===== config.mk =====
export PLATFORM = sky130hd
export DESIGN_NAME = http_get_request_validator_core
export DESIGN_NICKNAME = d
export VERILOG_FILES = /design/src/rtl/hgrv_pkg.sv /design/src/rtl/hgrv_front.sv /design/src/rtl/hgrv_queue.sv /design/src/rtl/hgrv_back.sv /design/src/rtl/http_get_request_validator_core.sv
export SDC_FILE = /design/constraint.sdc
export NUM_CORES = 1
export LEC_CHECK = 0
export BUFFER_PORTS_ARGS = -buffer_cell sky130_fd_sc_hd__buf_2
export CAP_MARGIN = 0
export CORE_MARGIN = 2
export CORE_UTILIZATION = 45
export DETAILED_ROUTE_END_ITERATION = 8
export PLACE_DENSITY = 0.63
export SYNTH_ARGS = -nofsm -noshare
export SYNTH_HDL_FRONTEND = slang
export SYNTH_SLANG_ARGS = --single-unit

===== constraint.sdc =====
create_clock -name clock -period 7.45 [get_ports clock]
set_input_delay 0.745 -clock clock [delete_from_list [all_inputs] [get_ports clock]]
set_output_delay 0.745 -clock clock [all_outputs]
set_load 0.03 [all_outputs]

===== src/rtl/hgrv_pkg.sv =====
`timescale 1ns / 1ps
// ----------------------------------------------------------------------------
// hgrv_pkg
// shared types, constants and literal tables for the request validator
// ----------------------------------------------------------------------------
package hgrv_pkg;

   // sizes
   localparam int MAX_PATH    = 1024;
   localparam int URL_CNT_W   = $clog2(MAX_PATH + 1);
   localparam int PATH_LEN_W  = 10;
   localparam int LEN_SAT     = (1 << PATH_LEN_W) - 1;
   localparam int POS_W       = 4;
   localparam int POS_SAT     = (1 << POS_W) - 1;
   localparam int QUEUE_DEPTH = 4;
   localparam int QPTR_W      = $clog2(QUEUE_DEPTH);
   localparam int QCNT_W      = $clog2(QUEUE_DEPTH + 1);

   // field lengths
   localparam int METHOD_LEN  = 3;
   localparam int VERSION_LEN = 9;
   localparam int VER_DIGIT   = 7;
   localparam int HOST_PREFIX = 6;
   localparam int HOST_MIN    = 7;

   // characters
   localparam logic [7:0] CH_SPACE = 8'h20;
   localparam logic [7:0] CH_CR    = 8'h0d;
   localparam logic [7:0] CH_LF    = 8'h0a;
   localparam logic [7:0] CH_SLASH = 8'h2f;
   localparam logic [7:0] CH_ZERO  = 8'h30;
   localparam logic [7:0] CH_ONE   = 8'h31;

   // parser phase
   typedef enum logic [2:0] {
      PH_METHOD  = 3'd0,
      PH_URL     = 3'd1,
      PH_VERSION = 3'd2,
      PH_HOST    = 3'd3,
      PH_REST    = 3'd4
   } phase_type;

   // one queue entry: the results caused by one request byte
   typedef struct packed {
      logic                  path_valid;
      logic                  verdict_valid;
      logic [7:0]            path_byte;
      logic [PATH_LEN_W-1:0] path_length;
      logic                  request_ok;
   } entry_type;

   // method literal
   function automatic logic [7:0] get_char(input logic [POS_W-1:0] pos);
      logic [7:0] c;
      case (pos)
         4'd0:    c = 8'h47;
         4'd1:    c = 8'h45;
         4'd2:    c = 8'h54;
         default: c = 8'h00;
      endcase
      return c;
   endfunction

   // version literal, digit position checked apart
   function automatic logic [7:0] ver_char(input logic [POS_W-1:0] pos);
      logic [7:0] c;
      case (pos)
         4'd0:    c = 8'h48;
         4'd1:    c = 8'h54;
         4'd2:    c = 8'h54;
         4'd3:    c = 8'h50;
         4'd4:    c = 8'h2f;
         4'd5:    c = 8'h31;
         4'd6:    c = 8'h2e;
         4'd7:    c = 8'h30;
         4'd8:    c = CH_CR;
         default: c = 8'h00;
      endcase
      return c;
   endfunction

   // host header prefix
   function automatic logic [7:0] host_char(input logic [POS_W-1:0] pos);
      logic [7:0] c;
      case (pos)
         4'd0:    c = 8'h48;
         4'd1:    c = 8'h6f;
         4'd2:    c = 8'h73;
         4'd3:    c = 8'h74;
         4'd4:    c = 8'h3a;
         4'd5:    c = CH_SPACE;
         default: c = 8'h00;
      endcase
      return c;
   endfunction

endpackage


===== src/rtl/hgrv_front.sv =====
`timescale 1ns / 1ps
// ----------------------------------------------------------------------------
// hgrv_front
// accepts request bytes, tracks the field phase and match flags, and
// pushes the path and verdict results of each byte into the queue
// ----------------------------------------------------------------------------
module hgrv_front (
   input  logic                clock,
   input  logic                reset,
   input  logic                req_valid,
   output logic                req_stall,
   input  logic [7:0]          req_byte,
   input  logic                req_last,
   input  logic                q_full,
   output logic                q_push,
   output hgrv_pkg::entry_type q_data
);

   hgrv_pkg::phase_type phase_ff, phase_in, phase_step;
   logic [hgrv_pkg::POS_W-1:0]     pos_ff, pos_in, pos_upd;
   logic                           method_ff, method_in, method_upd;
   logic                           url_ok_ff, url_ok_in, url_ok_upd;
   logic                           ver_ff, ver_in, ver_upd;
   logic                           host_ff, host_in, host_upd;
   logic                           prev_cr_ff, prev_cr_in;
   logic [hgrv_pkg::URL_CNT_W-1:0] url_cnt_ff, url_cnt_in, url_cnt_upd;

   logic accept;
   logic is_space, is_lf, is_cr;
   logic [hgrv_pkg::POS_W-1:0] pos_bump;
   logic [hgrv_pkg::URL_CNT_W+hgrv_pkg::PATH_LEN_W-1:0] url_wide;
   logic [hgrv_pkg::PATH_LEN_W-1:0] shown_len;
   logic host_ok, verdict_ok, path_hit;

   assign req_stall = q_full;
   assign accept    = req_valid && !req_stall;
   assign is_space  = (req_byte == hgrv_pkg::CH_SPACE);
   assign is_lf     = (req_byte == hgrv_pkg::CH_LF);
   assign is_cr     = (req_byte == hgrv_pkg::CH_CR);
   assign pos_bump  = (pos_ff == hgrv_pkg::POS_W'(hgrv_pkg::POS_SAT)) ? pos_ff
                                                                       : pos_ff + 1'b1;

   // phase next state: field delimiters, then back to method on the last byte
   always_comb begin
      phase_step = phase_ff;
      unique case (phase_ff)
         hgrv_pkg::PH_METHOD:  if (is_space) phase_step = hgrv_pkg::PH_URL;
         hgrv_pkg::PH_URL:     if (is_space) phase_step = hgrv_pkg::PH_VERSION;
         hgrv_pkg::PH_VERSION: if (is_lf) phase_step = hgrv_pkg::PH_HOST;
         hgrv_pkg::PH_HOST:    if (is_lf) phase_step = hgrv_pkg::PH_REST;
         hgrv_pkg::PH_REST:    phase_step = hgrv_pkg::PH_REST;
         default:              phase_step = hgrv_pkg::PH_METHOD;
      endcase
      phase_in = phase_ff;
      if (accept) begin
         phase_in = req_last ? hgrv_pkg::PH_METHOD : phase_step;
      end
   end

   // field position and match flag updates for the current byte
   always_comb begin
      pos_upd     = pos_ff;
      method_upd  = method_ff;
      url_ok_upd  = url_ok_ff;
      ver_upd     = ver_ff;
      host_upd    = host_ff;
      url_cnt_upd = url_cnt_ff;
      path_hit    = 1'b0;
      unique case (phase_ff)
         hgrv_pkg::PH_METHOD: begin
            if (is_space) begin
               if (pos_ff != hgrv_pkg::POS_W'(hgrv_pkg::METHOD_LEN)) method_upd = 1'b0;
               pos_upd = '0;
            end else begin
               if (pos_ff >= hgrv_pkg::POS_W'(hgrv_pkg::METHOD_LEN) ||
                   req_byte != hgrv_pkg::get_char(pos_ff)) method_upd = 1'b0;
               pos_upd = pos_bump;
            end
         end
         hgrv_pkg::PH_URL: begin
            if (is_space) begin
               pos_upd = '0;
            end else begin
               path_hit = 1'b1;
               if (url_cnt_ff == '0 && req_byte == hgrv_pkg::CH_SLASH) url_ok_upd = 1'b1;
               if (url_cnt_ff < hgrv_pkg::URL_CNT_W'(hgrv_pkg::MAX_PATH)) begin
                  url_cnt_upd = url_cnt_ff + 1'b1;
               end
            end
         end
         hgrv_pkg::PH_VERSION: begin
            if (is_lf) begin
               if (pos_ff != hgrv_pkg::POS_W'(hgrv_pkg::VERSION_LEN)) ver_upd = 1'b0;
               pos_upd = '0;
            end else begin
               if (pos_ff >= hgrv_pkg::POS_W'(hgrv_pkg::VERSION_LEN)) begin
                  ver_upd = 1'b0;
               end else if (pos_ff == hgrv_pkg::POS_W'(hgrv_pkg::VER_DIGIT)) begin
                  if (req_byte != hgrv_pkg::CH_ZERO && req_byte != hgrv_pkg::CH_ONE) begin
                     ver_upd = 1'b0;
                  end
               end else if (req_byte != hgrv_pkg::ver_char(pos_ff)) begin
                  ver_upd = 1'b0;
               end
               pos_upd = pos_bump;
            end
         end
         hgrv_pkg::PH_HOST: begin
            if (is_lf) begin
               if (pos_ff < hgrv_pkg::POS_W'(hgrv_pkg::HOST_MIN) || !prev_cr_ff) begin
                  host_upd = 1'b0;
               end
               pos_upd = '0;
            end else begin
               if (pos_ff < hgrv_pkg::POS_W'(hgrv_pkg::HOST_PREFIX) &&
                   req_byte != hgrv_pkg::host_char(pos_ff)) host_upd = 1'b0;
               pos_upd = pos_bump;
            end
         end
         default: begin
         end
      endcase
   end

   // verdict and saturated length from the updated state
   always_comb begin
      url_wide  = {{hgrv_pkg::PATH_LEN_W{1'b0}}, url_cnt_upd};
      shown_len = (url_wide > ($bits(url_wide))'(hgrv_pkg::LEN_SAT))
                  ? hgrv_pkg::PATH_LEN_W'(hgrv_pkg::LEN_SAT)
                  : url_wide[hgrv_pkg::PATH_LEN_W-1:0];
      case (phase_step)
         hgrv_pkg::PH_HOST:
            host_ok = host_upd && (pos_upd >= hgrv_pkg::POS_W'(hgrv_pkg::HOST_MIN)) && is_cr;
         hgrv_pkg::PH_REST: host_ok = host_upd;
         default:           host_ok = 1'b0;
      endcase
      verdict_ok = method_upd && url_ok_upd && ver_upd && host_ok &&
                   (url_cnt_upd < hgrv_pkg::URL_CNT_W'(hgrv_pkg::MAX_PATH));
   end

   // queue push
   always_comb begin
      q_push               = accept && (path_hit || req_last);
      q_data.path_valid    = path_hit;
      q_data.verdict_valid = req_last;
      q_data.path_byte     = req_byte;
      q_data.path_length   = shown_len;
      q_data.request_ok    = verdict_ok;
   end

   // state next values, cleared after the verdict
   always_comb begin
      pos_in     = pos_ff;
      method_in  = method_ff;
      url_ok_in  = url_ok_ff;
      ver_in     = ver_ff;
      host_in    = host_ff;
      prev_cr_in = prev_cr_ff;
      url_cnt_in = url_cnt_ff;
      if (accept) begin
         if (req_last) begin
            pos_in     = '0;
            method_in  = 1'b1;
            url_ok_in  = 1'b0;
            ver_in     = 1'b1;
            host_in    = 1'b1;
            prev_cr_in = 1'b0;
            url_cnt_in = '0;
         end else begin
            pos_in     = pos_upd;
            method_in  = method_upd;
            url_ok_in  = url_ok_upd;
            ver_in     = ver_upd;
            host_in    = host_upd;
            prev_cr_in = is_cr;
            url_cnt_in = url_cnt_upd;
         end
      end
   end

   // parser state registers
   always_ff @(posedge clock) begin
      if (reset) begin
         phase_ff   <= hgrv_pkg::PH_METHOD;
         pos_ff     <= '0;
         method_ff  <= 1'b1;
         url_ok_ff  <= 1'b0;
         ver_ff     <= 1'b1;
         host_ff    <= 1'b1;
         prev_cr_ff <= 1'b0;
         url_cnt_ff <= '0;
      end else begin
         phase_ff   <= phase_in;
         pos_ff     <= pos_in;
         method_ff  <= method_in;
         url_ok_ff  <= url_ok_in;
         ver_ff     <= ver_in;
         host_ff    <= host_in;
         prev_cr_ff <= prev_cr_in;
         url_cnt_ff <= url_cnt_in;
      end
   end

endmodule


===== src/rtl/hgrv_queue.sv =====
`timescale 1ns / 1ps
// ----------------------------------------------------------------------------
// hgrv_queue
// short first-in first-out queue of result entries between front and back
// ----------------------------------------------------------------------------
module hgrv_queue (
   input  logic                clock,
   input  logic                reset,
   input  logic                push,
   input  hgrv_pkg::entry_type push_data,
   output logic                full,
   input  logic                pop,
   output hgrv_pkg::entry_type pop_data,
   output logic                not_empty
);

   hgrv_pkg::entry_type slot_ff [hgrv_pkg::QUEUE_DEPTH];
   logic [hgrv_pkg::QPTR_W-1:0] wr_ptr_ff, wr_ptr_in;
   logic [hgrv_pkg::QPTR_W-1:0] rd_ptr_ff, rd_ptr_in;
   logic [hgrv_pkg::QCNT_W-1:0] count_ff, count_in;
   logic do_push, do_pop;

   assign full      = (count_ff == hgrv_pkg::QCNT_W'(hgrv_pkg::QUEUE_DEPTH));
   assign not_empty = (count_ff != '0);
   assign do_push   = push && !full;
   assign do_pop    = pop && not_empty;
   assign pop_data  = slot_ff[rd_ptr_ff];

   // pointer and fill count
   always_comb begin
      wr_ptr_in = do_push ? wr_ptr_ff + 1'b1 : wr_ptr_ff;
      rd_ptr_in = do_pop ? rd_ptr_ff + 1'b1 : rd_ptr_ff;
      count_in  = count_ff;
      if (do_push && !do_pop) begin
         count_in = count_ff + 1'b1;
      end else if (do_pop && !do_push) begin
         count_in = count_ff - 1'b1;
      end
   end

   always_ff @(posedge clock) begin
      if (reset) begin
         wr_ptr_ff <= '0;
         rd_ptr_ff <= '0;
         count_ff  <= '0;
      end else begin
         wr_ptr_ff <= wr_ptr_in;
         rd_ptr_ff <= rd_ptr_in;
         count_ff  <= count_in;
      end
   end

   // entry storage
   always_ff @(posedge clock) begin
      if (do_push) begin
         slot_ff[wr_ptr_ff] <= push_data;
      end
   end

endmodule


===== src/rtl/hgrv_back.sv =====
`timescale 1ns / 1ps
// ----------------------------------------------------------------------------
// hgrv_back
// drains queue entries into the result register, a path result first and
// then a verdict when one entry carries both
// ----------------------------------------------------------------------------
module hgrv_back (
   input  logic                              clock,
   input  logic                              reset,
   input  logic                              q_not_empty,
   input  hgrv_pkg::entry_type               q_data,
   output logic                              q_pop,
   output logic                              rsp_valid,
   input  logic                              rsp_stall,
   output logic                              rsp_out_kind,
   output logic [7:0]                        rsp_path_byte,
   output logic [hgrv_pkg::PATH_LEN_W-1:0]   rsp_path_length,
   output logic                              rsp_request_ok,
   output logic                              rsp_run_end
);

   logic                            valid_ff, valid_in;
   logic                            kind_ff, kind_in;
   logic [7:0]                      byte_ff, byte_in;
   logic [hgrv_pkg::PATH_LEN_W-1:0] len_ff, len_in;
   logic                            ok_ff, ok_in;
   logic                            end_ff, end_in;
   logic                            pend_ff, pend_in;
   logic [hgrv_pkg::PATH_LEN_W-1:0] pend_len_ff, pend_len_in;
   logic                            pend_ok_ff, pend_ok_in;
   logic                            load;

   assign load = !valid_ff || !rsp_stall;

   // choose the next result: held verdict, then the queue head
   always_comb begin
      valid_in    = valid_ff;
      kind_in     = kind_ff;
      byte_in     = byte_ff;
      len_in      = len_ff;
      ok_in       = ok_ff;
      end_in      = end_ff;
      pend_in     = pend_ff;
      pend_len_in = pend_len_ff;
      pend_ok_in  = pend_ok_ff;
      q_pop       = 1'b0;
      if (load) begin
         if (pend_ff) begin
            valid_in = 1'b1;
            kind_in  = 1'b1;
            byte_in  = '0;
            len_in   = pend_len_ff;
            ok_in    = pend_ok_ff;
            end_in   = 1'b1;
            pend_in  = 1'b0;
         end else if (q_not_empty) begin
            q_pop       = 1'b1;
            valid_in    = 1'b1;
            len_in      = q_data.path_length;
            pend_len_in = q_data.path_length;
            pend_ok_in  = q_data.request_ok;
            if (q_data.path_valid) begin
               kind_in = 1'b0;
               byte_in = q_data.path_byte;
               ok_in   = 1'b0;
               end_in  = !q_data.verdict_valid;
               pend_in = q_data.verdict_valid;
            end else begin
               kind_in = 1'b1;
               byte_in = '0;
               ok_in   = q_data.request_ok;
               end_in  = 1'b1;
            end
         end else begin
            valid_in = 1'b0;
         end
      end
   end

   // control registers
   always_ff @(posedge clock) begin
      if (reset) begin
         valid_ff <= 1'b0;
         pend_ff  <= 1'b0;
      end else begin
         valid_ff <= valid_in;
         pend_ff  <= pend_in;
      end
   end

   // result payload registers
   always_ff @(posedge clock) begin
      kind_ff     <= kind_in;
      byte_ff     <= byte_in;
      len_ff      <= len_in;
      ok_ff       <= ok_in;
      end_ff      <= end_in;
      pend_len_ff <= pend_len_in;
      pend_ok_ff  <= pend_ok_in;
   end

   assign rsp_valid       = valid_ff;
   assign rsp_out_kind    = kind_ff;
   assign rsp_path_byte   = byte_ff;
   assign rsp_path_length = len_ff;
   assign rsp_request_ok  = ok_ff;
   assign rsp_run_end     = end_ff;

endmodule


===== src/rtl/http_get_request_validator_core.sv =====
`timescale 1ns / 1ps
// ----------------------------------------------------------------------------
// http_get_request_validator_core
// byte stream parser for a GET request line and host header, streaming the
// url bytes out and closing each request with a verdict
// ----------------------------------------------------------------------------
//  channel  direction  handshake             payload
//  req      in         req_valid/req_stall   req_byte, req_last
//  rsp      out        rsp_valid/rsp_stall   rsp_out_kind, rsp_path_byte,
//                                            rsp_path_length, rsp_request_ok,
//                                            rsp_run_end
//
//  one request byte per cycle while req_stall is low; the parser state is registered
//  an accepted byte passes through the queue into the result register
//  a last byte inside the url gives two results, which leave the result
//  register one after the other; the four-entry queue absorbs the extra result
//  req_stall rises only when the queue is full
//  synchronous reset returns the parser to the method field and empties
//  the queue and result register
// ----------------------------------------------------------------------------
module http_get_request_validator_core (
   input  logic                            clock,
   input  logic                            reset,
   input  logic                            req_valid,
   output logic                            req_stall,
   input  logic [7:0]                      req_byte,
   input  logic                            req_last,
   output logic                            rsp_valid,
   input  logic                            rsp_stall,
   output logic                            rsp_out_kind,
   output logic [7:0]                      rsp_path_byte,
   output logic [hgrv_pkg::PATH_LEN_W-1:0] rsp_path_length,
   output logic                            rsp_request_ok,
   output logic                            rsp_run_end
);

   logic                q_push, q_full, q_pop, q_not_empty;
   hgrv_pkg::entry_type q_push_data, q_pop_data;

   // parser front end
   hgrv_front u_front (
      .clock     (clock),
      .reset     (reset),
      .req_valid (req_valid),
      .req_stall (req_stall),
      .req_byte  (req_byte),
      .req_last  (req_last),
      .q_full    (q_full),
      .q_push    (q_push),
      .q_data    (q_push_data)
   );

   // result queue
   hgrv_queue u_queue (
      .clock     (clock),
      .reset     (reset),
      .push      (q_push),
      .push_data (q_push_data),
      .full      (q_full),
      .pop       (q_pop),
      .pop_data  (q_pop_data),
      .not_empty (q_not_empty)
   );

   // result back end
   hgrv_back u_back (
      .clock           (clock),
      .reset           (reset),
      .q_not_empty     (q_not_empty),
      .q_data          (q_pop_data),
      .q_pop           (q_pop),
      .rsp_valid       (rsp_valid),
      .rsp_stall       (rsp_stall),
      .rsp_out_kind    (rsp_out_kind),
      .rsp_path_byte   (rsp_path_byte),
      .rsp_path_length (rsp_path_length),
      .rsp_request_ok  (rsp_request_ok),
      .rsp_run_end     (rsp_run_end)
   );

endmodule


==> impl_metrics.ini <==
[timing]
rsz0062_at_grt = no
finalSetupViolations = 0
finalCritPeriodShare_pct = 47.3
hold_violations = 0
hold_slack_ns = 0.480
setup_tns_ns = 0
clock_skew_ns = 0.00903
drv_slew = 0
fin_crit_ns = 3.52
max_clock_freq_mhz = 284
slew_headroom_pct = 21.0
worst_slew_pin_slew_ns = 1.18

[drt]
drt_iter0_drc = 445
wire_per_inst_um = 18.4
drt-total-wl_um = 14800
detail-route-antenna-nets = 0
via_count = 4581
drc = 0
drtPass1Iterations = 5
vias_per_cell = 5.67

[placed_design]
dpl.hpwl_um = 9740
portBuffers = 35
gp_congestion = 0.880

[global_routing]
antenna_found_initial = 0
grt_pass1_wl_um = 24400
grt_overflow = 0
grt_usage_pct = 18.9
grt_pass1_vias = 4612
grt_max_degree = 35

[floorplanning]
die_y_um = 131
die_w_um = 131
die-area_sq_um = 17200
design.core.area_sq_um = 15800
start_util_pct = 45.8
placement_rows = 46
pin_count = 36

[synthesis]
synth_cell_types = 77
synth_compound_area_share_pct = 11.0
synth-edff-count = 116
yosysMostFrequentCell = edfxtp_1
seq_area_frac_synth_pct = 59.3
synth.top_cell.area_share_pct = 48.0
synth-simple-area-share_pct = 12.4
synth.area.top_cells = edfxtp_1 48%, dfxtp_1 11%, mux4_2 6.5%, ha_1 2.4%, nor2_1 2.0%
synth_xor_area_share_pct = 3.02
synthesis.area_sq_um = 7260
ys_ff_latch = 157
synth_mux_area_share_pct = 8.34
syn_nets = 586
yosysTopAreaCell = edfxtp_1
synth_common_cells = 116 x edfxtp_1, 41 x dfxtp_1, 39 x nor2_1, 30 x nand2_1, 24 x a21oi_1
synth_top_family_by_area = simple AND/OR/NAND/NOR gates
synth_top_flop_cell = edfxtp_1
ys_warn_count = 0
avgSynthCellArea_sq_um = 13.0
async_reset_ff_share_pct = 0
synthAdderAreaFrac_pct = 2.69
syn_inst = 558

[worst_setup_path]
cp_top_family = compound AO/OA/AOI/OAI gates
path_max_fanout = 13
crit_path_max_incr_delay_ns = 0.83
crit_arrival_ns = 3.65
critPathSlowestCell = a41oi_1
start_kind = input pin
crit_path_cell_trace = buf_2 -> or4_1 -> o21ai_1 -> nor2_1 -> a41oi_1 -> o2111ai_1 -> a2111oi_1
crit_buf_inv = 1
crit_type = input pin to register
required_ns = 7.58
cp-end-kind = register

[clock_tree]
numCtsBuffers = 17
clock_sinks = 157
cts_resized = 0
cts_tree = done
post_cts_buffers = 0
cts_root_buf = clkbuf_16
worstSkewPairLatency_ns = 0.43
hold_buffers = 0
cts_buffer_depth = 2
htree_levels = 4
path_clk_slew_ns = 0.06

[layout]
drive_gt1_share_pct = 20.3
post-route-util_pct = 51.7
fin_nets = 607
ff_latch_area_sq_um = 4300
n_antenna_cell = 0
fillers = 1360
multiInputGateArea_sq_um = 2730
synthToLayoutAreaGrowth_pct = 12.7

[power]
vdd_ir_drop_max_mv = 0.187
powerDensity_nw_per_um2 = 327
p_leak_nw = 2.88

[status]
outcome = finished clean

[run]
maxCapViolations = 0

[min_path]
min_path_type = register to register
layer usage:
layer  wire [um]  share of wire [%]  vias up  track usage (%)
met5           0                  0        -                0
met3         939                6.3       35             5.33
li1            -                  -     2160                -
met1        6380                 43     2228             24.4
met2        7200                 48      158             30.9
met4         323                2.2        0             6.07
worst min-delay path, delay by kind of cell, from the launching register on:
family | cells | cell delay (ns)
flops | 1 | 0.31
compound gates | 1 | 0.07
simple gates | 1 | 0.05
registers in the layout, indices dropped and copies added, names as in the netlist, 2 cells and up, named ones only:
register	flops
u_queue.slot_ff	84
u_front.url_cnt_ff	11
u_back.pend_len_ff	10
u_back.rsp_path_length	10
u_back.rsp_path_byte	8
u_front.pos_ff	4
u_front.phase_ff	3
u_queue.count_ff	3
u_queue.rd_ptr_ff	2
u_queue.wr_ptr_ff	2
stage by stage:
stage	instances	total power, W	setup WS (ns)	instance area (sq um)
3_3_place_gp	776	0.00180	3.77	7560
3_5_place_dp	776	0.00182	3.53	7560
4_1_cts	808	0.00271	3.96	8180
6_report	808	0.00268	3.93	8180
2_1_floorplan	558	0.00165	4.23	7260
5_1_grt	808	0.00281	3.68	8180
power breakdown:
part	switching (W)	internal (W)	leakage, nW
Clock	0.000347	0.000548	0.297
Sequential	0.0000488	0.00112	1.42
Combinational	0.000386	0.000225	1.16
Total	0.000782	0.00190	2.88
path summary, 6_finish.rpt:
path,startpoint,endpoint,slack (ns),depth (start not counted)
worst max-delay path,req_byte[0],u_queue.slot_ff[0][0],3.93,7
worst min-delay path,u_front.method_ff,u_front.method_ff,0.48,2
worst max register to register,u_front.pos_ff[1],u_queue.slot_ff[0][0],4.26,8
worst min register to register,u_front.method_ff,u_front.method_ff,0.48,2
area by class of cell:
cell class	instances	area share (%)
Clock inverter	12	1.94
Multi-Input combinational cell	347	33.3
Tap cell	216	3.30
Clock buffer	20	5.58
Timing Repair Buffer	38	2.42
Sequential cell	157	52.6
Inverter	18	0.826
cells by family after synthesis:
group           count (synthesis)
flops                         157
fa+ha+maj                      15
mux                            33
compound gates                108
xor+xnor                       25
buf+inv                        54
simple gates                  166
placed cells by master (no fill, tap or decap), types with 7 or more instances in the layout:
cell type	n
edfxtp_1	116
dfxtp_1	41
nor2_1	39
buf_2	35
nand2_1	30
o21ai_0	23
a21oi_1	23
mux4_2	21
inv_1	17
clkbuf_16	17
nand3_1	15
ha_1	14
xor2_1	13
xnor2_1	12
nor2b_1	11
mux2_2	10
nor3_1	9
nand2b_1	9
nor4_1	8
and2_1	7
Power figures use the tool's default switching activity.
